==> config.mk <==
export PLATFORM = sky130hd
export DESIGN_NAME = matrix_keypad_chord_combiner
export DESIGN_NICKNAME = d
export VERILOG_FILES = /design/src/design/mkcc_pkg.sv /design/src/design/mkcc_datapath.sv /design/src/design/mkcc_controller.sv /design/src/design/matrix_keypad_chord_combiner.sv
export SDC_FILE = /design/constraint.sdc
export NUM_CORES = 1
export LEC_CHECK = 0
export ABC_AREA = 1
export BUFFER_PORTS_ARGS = -buffer_cell sky130_fd_sc_hd__buf_2
export CORE_ASPECT_RATIO = 1.4
export CORE_MARGIN = 2
export CORE_UTILIZATION = 35
export CTS_CLUSTER_SIZE = 40
export DETAILED_ROUTE_END_ITERATION = 6
export GPL_ROUTABILITY_DRIVEN = 0
export GPL_TIMING_DRIVEN = 1
export MAX_ROUTING_LAYER = met4
export PLACE_DENSITY_LB_ADDON = 0.05
export SKIP_LAST_GASP = 1
export SLEW_MARGIN = 20
export SYNTH_ARGS = -nofsm -noshare
export SYNTH_HDL_FRONTEND = slang
export SYNTH_HIERARCHICAL = 1
export SYNTH_SLANG_ARGS = --single-unit
==> constraint.sdc <==
create_clock -name clk_i -period 7.2 [get_ports clk_i]
set_clock_uncertainty 0.1 [all_clocks]
set_input_delay 1.44 -clock clk_i [delete_from_list [all_inputs] [get_ports clk_i]]
set_output_delay 1.44 -clock clk_i [all_outputs]
set_load 0.005 [all_outputs]
==> src/design/mkcc_pkg.sv <==
`default_nettype none

package mkcc_pkg;

  // Alphanumeric zone: key below 48 and column below 6.
  localparam logic [5:0] KeyZoneLimit   = 6'd48;
  localparam logic [2:0] ColZoneLimit   = 3'd6;
  // A chord is two zone keys x < y with x below 38 and y - x equal to 7.
  localparam logic [5:0] ChordBaseLimit = 6'd38;
  localparam logic [5:0] ChordSpan      = 6'd7;

  typedef struct packed {
    logic [5:0] position;
    logic       is_chord;
    logic       pressed;
  } result_t;

  // Commands from the controller to the datapath.
  typedef struct packed {
    logic load;    // capture a new snapshot and restart the walk
    logic step;    // process the position under the walk index
    logic second;  // push the held release word of a judged key set
    logic flush;   // move the pending word to the output, marked last
  } cmd_t;

  // Status from the datapath to the controller.
  typedef struct packed {
    logic gen;         // current position produces at least one word
    logic gen_double;  // current position produces a press and a release
    logic can_push;    // the pending stage can take a new word now
    logic out_free;    // the output register can take a word now
    logic pend_valid;  // a word waits in the pending stage
    logic walk_done;   // all 64 positions have been processed
  } status_t;

endpackage

`default_nettype wire

==> src/design/mkcc_datapath.sv <==
`default_nettype none

module mkcc_datapath (
  input  wire                 clk_i,
  input  wire                 rst_ni,
  input  wire  [63:0]         key_state_i,
  input  wire  [3:0]          pair_skip_i,
  input  mkcc_pkg::cmd_t      cmd_i,
  output mkcc_pkg::status_t   status_o,
  input  wire                 out_ready_i,
  output logic                out_valid_o,
  output logic [5:0]          position_o,
  output logic                is_chord_o,
  output logic                pressed_o,
  output logic                last_o
);
  import mkcc_pkg::*;

  logic [63:0] snap_q, prev_q, prev_d, down_q, down_d, cum_q, cum_d;
  logic [3:0]  skip_q;
  logic [6:0]  idx_q, idx_d;
  logic [1:0]  cnt_q, cnt_d;
  logic [5:0]  a_q, a_d, b_q, b_d;
  result_t     hold_q, hold_d, pend_q, pend_d, out_q, out_d;
  logic        pend_v_q, pend_v_d, out_v_q, out_v_d, last_q, last_d;

  logic [5:0]  key, x, y;
  logic [63:0] key_bit, down_after;
  logic        zone, skipped, cur_down, flip, down_empty, chord_ok;
  logic        gen_single, gen_pair, push_en, move;
  result_t     gen_res, new_res;

  // The walk index runs pair, then column half, then row; the key is row*8+col.
  assign key        = {idx_q[2:0], idx_q[5:3]};
  assign zone       = (key < KeyZoneLimit) && (key[2:0] < ColZoneLimit);
  assign skipped    = skip_q[idx_q[5:4]];
  assign cur_down   = snap_q[key];
  assign flip       = !skipped && (snap_q[key] ^ prev_q[key]);
  assign key_bit    = 64'd1 << key;
  assign down_after = down_q & ~key_bit;
  assign down_empty = (down_after == '0);

  assign x        = (a_q < b_q) ? a_q : b_q;
  assign y        = (a_q < b_q) ? b_q : a_q;
  assign chord_ok = (cnt_q == 2'd2) && (x < ChordBaseLimit) && ((y - x) == ChordSpan);

  assign gen_single = flip && !zone;
  assign gen_pair   = flip && zone && !cur_down && down_empty &&
                      ((cnt_q == 2'd1) || chord_ok);

  always_comb begin
    if (gen_single) begin
      gen_res = '{position: key, is_chord: 1'b0, pressed: cur_down};
    end else if (cnt_q == 2'd1) begin
      gen_res = '{position: a_q, is_chord: 1'b0, pressed: 1'b1};
    end else begin
      gen_res = '{position: x, is_chord: 1'b1, pressed: 1'b1};
    end
  end

  assign push_en = (cmd_i.step && (gen_single || gen_pair)) || cmd_i.second;
  assign new_res = cmd_i.second ? hold_q : gen_res;
  assign move    = (push_en && pend_v_q) || cmd_i.flush;

  always_comb begin
    idx_d    = idx_q;
    prev_d   = prev_q;
    down_d   = down_q;
    cum_d    = cum_q;
    cnt_d    = cnt_q;
    a_d      = a_q;
    b_d      = b_q;
    hold_d   = hold_q;
    pend_v_d = pend_v_q;
    pend_d   = pend_q;
    out_v_d  = out_v_q;
    out_d    = out_q;
    last_d   = last_q;

    if (cmd_i.load) begin
      idx_d = '0;
    end
    if (cmd_i.step) begin
      idx_d = idx_q + 7'd1;
      if (!skipped) begin
        prev_d[key] = snap_q[key];
      end
      if (flip && zone) begin
        if (cur_down) begin
          down_d = down_q | key_bit;
          if (!cum_q[key]) begin
            cum_d = cum_q | key_bit;
            // Only the first two distinct keys matter; the count saturates at three.
            case (cnt_q)
              2'd0: begin
                a_d   = key;
                cnt_d = 2'd1;
              end
              2'd1: begin
                b_d   = key;
                cnt_d = 2'd2;
              end
              default: cnt_d = 2'd3;
            endcase
          end
        end else begin
          down_d = down_after;
          if (down_empty) begin
            cum_d = '0;
            cnt_d = 2'd0;
          end
        end
      end
      if (gen_pair) begin
        hold_d         = gen_res;
        hold_d.pressed = 1'b0;
      end
    end

    // One word is held back so that the final word of a snapshot can carry last.
    if (push_en) begin
      pend_v_d = 1'b1;
      pend_d   = new_res;
    end else if (cmd_i.flush) begin
      pend_v_d = 1'b0;
    end

    if (move) begin
      out_v_d = 1'b1;
      out_d   = pend_q;
      last_d  = cmd_i.flush;
    end else if (out_ready_i) begin
      out_v_d = 1'b0;
    end
  end

  always_ff @(posedge clk_i or negedge rst_ni) begin
    if (!rst_ni) begin
      idx_q    <= '0;
      prev_q   <= '0;
      down_q   <= '0;
      cum_q    <= '0;
      cnt_q    <= '0;
      pend_v_q <= 1'b0;
      out_v_q  <= 1'b0;
    end else begin
      idx_q    <= idx_d;
      prev_q   <= prev_d;
      down_q   <= down_d;
      cum_q    <= cum_d;
      cnt_q    <= cnt_d;
      pend_v_q <= pend_v_d;
      out_v_q  <= out_v_d;
    end
  end

  always_ff @(posedge clk_i) begin
    if (cmd_i.load) begin
      snap_q <= key_state_i;
      skip_q <= pair_skip_i;
    end
    a_q    <= a_d;
    b_q    <= b_d;
    hold_q <= hold_d;
    pend_q <= pend_d;
    out_q  <= out_d;
    last_q <= last_d;
  end

  assign status_o.gen        = gen_single || gen_pair;
  assign status_o.gen_double = gen_pair;
  assign status_o.out_free   = !out_v_q || out_ready_i;
  assign status_o.can_push   = !pend_v_q || !out_v_q || out_ready_i;
  assign status_o.pend_valid = pend_v_q;
  assign status_o.walk_done  = idx_q[6];

  assign out_valid_o = out_v_q;
  assign position_o  = out_q.position;
  assign is_chord_o  = out_q.is_chord;
  assign pressed_o   = out_q.pressed;
  assign last_o      = last_q;

endmodule

`default_nettype wire

==> src/design/mkcc_controller.sv <==
`default_nettype none

module mkcc_controller (
  input  wire                clk_i,
  input  wire                rst_ni,
  input  wire                in_valid_i,
  output logic               in_ready_o,
  input  mkcc_pkg::status_t  status_i,
  output mkcc_pkg::cmd_t     cmd_o
);
  import mkcc_pkg::*;

  typedef enum logic [3:0] {
    StIdle   = 4'b0001,
    StWalk   = 4'b0010,
    StSecond = 4'b0100,
    StFlush  = 4'b1000
  } state_e;

  state_e state_q, state_d;

  always_comb begin
    state_d = state_q;
    cmd_o   = '0;
    case (state_q)
      StIdle: begin
        if (in_valid_i) begin
          cmd_o.load = 1'b1;
          state_d    = StWalk;
        end
      end
      StWalk: begin
        if (status_i.walk_done) begin
          state_d = StFlush;
        end else if (!status_i.gen || status_i.can_push) begin
          cmd_o.step = 1'b1;
          if (status_i.gen_double) begin
            state_d = StSecond;
          end
        end
      end
      StSecond: begin
        if (status_i.can_push) begin
          cmd_o.second = 1'b1;
          state_d      = StWalk;
        end
      end
      StFlush: begin
        if (!status_i.pend_valid) begin
          state_d = StIdle;
        end else if (status_i.out_free) begin
          cmd_o.flush = 1'b1;
          state_d     = StIdle;
        end
      end
      default: state_d = StIdle;
    endcase
  end

  always_ff @(posedge clk_i or negedge rst_ni) begin
    if (!rst_ni) begin
      state_q <= StIdle;
    end else begin
      state_q <= state_d;
    end
  end

  assign in_ready_o = (state_q == StIdle);

endmodule

`default_nettype wire

==> src/design/matrix_keypad_chord_combiner.sv <==
// Channel  Direction  Handshake                 Word
// in       input      in_valid_i / in_ready_o   key_state_i, pair_skip_i
// out      output     out_valid_o / out_ready_i position_o, is_chord_o, pressed_o, last_o
//
// After a word is accepted, in_ready_o stays low while the block walks all 64 positions,
// sees the walk end and flushes any pending word, and also while it pushes each second
// word of a judged key set.
// Output stalls stretch the walk: a position that produces a word waits until the
// one-word pending stage can drain into the output register, and so does the flush.
// Reset clears the matrix history, the zone masks and all handshake state.
`default_nettype none

module matrix_keypad_chord_combiner (
  input  wire         clk_i,
  input  wire         rst_ni,
  input  wire         in_valid_i,
  output logic        in_ready_o,
  input  wire  [63:0] key_state_i,
  input  wire  [3:0]  pair_skip_i,
  output logic        out_valid_o,
  input  wire         out_ready_i,
  output logic [5:0]  position_o,
  output logic        is_chord_o,
  output logic        pressed_o,
  output logic        last_o
);
  import mkcc_pkg::*;

  cmd_t    cmd;
  status_t status;

  mkcc_controller u_ctrl (
    .clk_i      (clk_i),
    .rst_ni     (rst_ni),
    .in_valid_i (in_valid_i),
    .in_ready_o (in_ready_o),
    .status_i   (status),
    .cmd_o      (cmd)
  );

  mkcc_datapath u_dp (
    .clk_i       (clk_i),
    .rst_ni      (rst_ni),
    .key_state_i (key_state_i),
    .pair_skip_i (pair_skip_i),
    .cmd_i       (cmd),
    .status_o    (status),
    .out_ready_i (out_ready_i),
    .out_valid_o (out_valid_o),
    .position_o  (position_o),
    .is_chord_o  (is_chord_o),
    .pressed_o   (pressed_o),
    .last_o      (last_o)
  );

endmodule

`default_nettype wire

==> impl_metrics.json <==
{
  "syn_to_final_growth_pct": 13.3,
  "place.detailed.hpwl_mm": 31.0,
  "crit_arrival_ns": 6.01,
  "synth_compound_area_share_pct": 12.3,
  "cts.root.buffer_cell": "clkbuf_16",
  "fin_nets": 1868,
  "hold_ws_ns": 0.270,
  "rows": 88,
  "ant_nets": 0,
  "period_share_pct": 81.9,
  "synth_area_per_cell_um2": 8.47,
  "r2r_slack_ns": 1.30,
  "cts_max_path_buffers": 3,
  "layout-drive-gt1-share_pct": 11.8,
  "crit_slowest_cell": "nand2_1",
  "tightest_slew_ns": 1.01,
  "nFillCells": 4298,
  "stdcell_area_um2": 16700,
  "grt_max_degree": 79,
  "dp.cells": 2291,
  "cp-start-kind": "flip-flop",
  "hold_viol": 0,
  "synth.ff_latch_count": 311,
  "synth_ff_type": "dfrtp_1",
  "reg2reg_from": "u_dp/idx_q[3]",
  "die_area_um2": 43800,
  "htree_num_levels": 2,
  "synth_cell_types": 42,
  "critPathLaunch": "u_dp/idx_q[3]",
  "syn_area_um2": 14700,
  "post_cts_buffers": 0,
  "synth_edf_count": 104,
  "yosysSeqAreaShare_pct": 56.4,
  "grt_pass1_wl_mm": 70.9,
  "grt_usage_pct": 22.1,
  "max_stage_delay_ns": 0.65,
  "synth-adder-area-share_pct": 0.679,
  "antenna_found_initial": 0,
  "path_max_fanout": 73,
  "core_area_um2": 41400,
  "start_util_pct": 35.6,
  "grt_pass1_vias": 11863,
  "avgRoutedWirePerCell_um": 19.4,
  "final_cells": 2353,
  "cts_tree": "built",
  "ir_worst_vdd_mv": 0.298,
  "synth_top_family_by_area": "simple AND/OR/NAND/NOR gates",
  "period_minus_slack_ns": 5.90,
  "port_buffers": 82,
  "ctsResizeCount": 0,
  "synthSimpleGateAreaFrac_pct": 20.8,
  "max-cap-violations": 0,
  "die_x_um": 177,
  "power.leakage_uw": 0.00780,
  "cts_sinks": 311,
  "worstReg2RegEnd": "u_dp/b_q[0]",
  "crit_end": "u_dp/b_q[0]",
  "path_cells": "buf_4 -> nor2_2 -> nand2_1 -> nor2_1 -> nor2_1 -> a21oi_1 -> nand4_1 -> nor2_1 -> nand2_1 -> nor2_1 -> nand2_1 -> nor2_1 -> nand2_1 -> nand2_1 -> nand2_1 -> nand2_1 -> nor2_1 -> inv_1 -> nor2_4 -> buf_4 -> nand4_2 -> buf_4 -> nor2_1",
  "synth_nets": 1820,
  "drtPass1Iterations": 5,
  "setup_tns_ns": 0,
  "cp.required_ns": 7.31,
  "synthMuxAreaShare_pct": 0,
  "totalWireLength_mm": 45.5,
  "seq_area_um2": 8310,
  "antenna_cells": 0,
  "critPathKind": "flip-flop to flip-flop",
  "viasPerCell": 4.96,
  "rsz0062_at_grt": "false",
  "async_reset_ff_share_pct": 66.6,
  "setup-violations-final": 0,
  "multiInputGateArea_um2": 5010,
  "p_per_area_nw_per_um2": 340,
  "cts_made_buffers": 35,
  "status": "finished clean",
  "io_pins": 83,
  "clock_latency_ns": 0.53,
  "max_slew_margin_pct": 33.0,
  "ys_warn_count": 6,
  "first_iter_violations": 752,
  "place_area_um2": 15600,
  "r2r_cells": 23,
  "cts_hold_buf": 0,
  "vias": 11677,
  "synth-xor-area-share_pct": 0,
  "grt_overflow": 0,
  "endpoint_kind": "flip-flop",
  "synthCells": 1740,
  "worstHoldPathType": "flip-flop to flip-flop",
  "path_clk_slew_ns": 0.06,
  "fmax_mhz": 170,
  "dieHeight_um": 247,
  "finalMaxSlewViolations": 0,
  "drcViolationCount": 0
}
[worst min path at each step]
stage                                  to  slack [ns]  cells past startpoint
after CTS                       flip-flop        0.27                      0
final                           flip-flop        0.27                      0
after floorplan           u_dp/is_chord_o        0.30                      0
after detailed placement        flip-flop        0.26                      0
after global routing            flip-flop        0.28                      0
after global placement          flip-flop        0.26                      0
[power breakdown]
| part | total [uW] | switching, uW | internal [uW] | leakage (uW) |
|---|---|---|---|---|
| combinational | 1670 | 1270 | 403 | 0.00372 |
| clock | 1710 | 714 | 995 | 0.000537 |
| sequential | 2290 | 109 | 2180 | 0.00354 |
| total | 5670 | 2090 | 3580 | 0.00780 |
[placed cells by master, fill, tap and decap left out, types with 9 or more instances in the layout]
master and n:
nand2_1 388, inv_1 242, nor2_1 211, dfrtp_1 205, o21ai_0 129, edfxtp_1 104, buf_2 81, a21oi_1 78
nand3_1 69, a31oi_1 38, clkbuf_16 35, buf_4 33, nand4_1 23, o22ai_1 22, o31ai_1 22, inv_2 13
nor3_1 13, clkbuf_1 9
[logic make-up (layout without fill, tap and decap cells)]
kind of cell / after synthesis / after routing
flops: 311 / 311
simple gates: 740 / 740
fa+ha+maj: 8 / 8
buf+inv: 360 / 433
compound gates: 321 / 321
[cells in the mapped netlist, types with 7 or more instances]
cell / instances / area share, %
o22ai_1: 22 / 0.93
edfxtp_1: 104 / 21
nand2_1: 389 / 9.9
o21ai_0: 129 / 4.4
nand2_2: 7 / 0.30
nor3_1: 13 / 0.44
buf_2: 29 / 0.99
clkbuf_1: 59 / 1.5
buf_4: 12 / 0.61
o21ai_1: 8 / 0.27
dfrtp_1: 206 / 35
nand4_1: 23 / 0.98
nor2_2: 8 / 0.34
nand3_1: 69 / 2.3
a21oi_1: 78 / 2.6
inv_2: 13 / 0.33
inv_1: 242 / 6.2
ha_1: 8 / 0.68
o31ai_1: 22 / 1.1
nor2_1: 214 / 5.5
a31oi_1: 38 / 1.6
[routing by layer]
layer  wire length [um]  GRT usage, %  share of wire [%]  vias up
li1                   -             -                  -     5715
met1              19100          26.4                 42     5627
met2              23500          39.1                 52      258
met3               1810          2.51                4.0       77
met4               1210          6.46                2.7        0
met5                  0             -                  0        -
[critical path: cells and delay by family, from the launching register on]
kind / cells / cell delay, ns
buf+inv: 4 / 1.22
compound gates: 1 / 0.13
simple gates: 18 / 3.53
flops: 1 / 0.51
[layout make-up]
cell class	count	area share, %
clock buffers	50	5.94
clock inverters	12	0.539
inverters	256	5.75
multi-input cells	1069	30.0
flip-flops and latches	311	49.7
well taps	540	4.05
repair buffers	115	4.00
[metrics by stage]
stage | worst slack [ns] | power [uW] | util, %
final | 1.30 | 5670 | 40.3
after global routing | 0.841 | 6000 | 40.3
after CTS | 1.16 | 5730 | 40.3
after detailed placement | 1.20 | 4000 | 37.7
after global placement | 1.24 | 4000 | 37.7
after floorplan | 1.98 | 3370 | -
(Power assumes the default switching activity.)
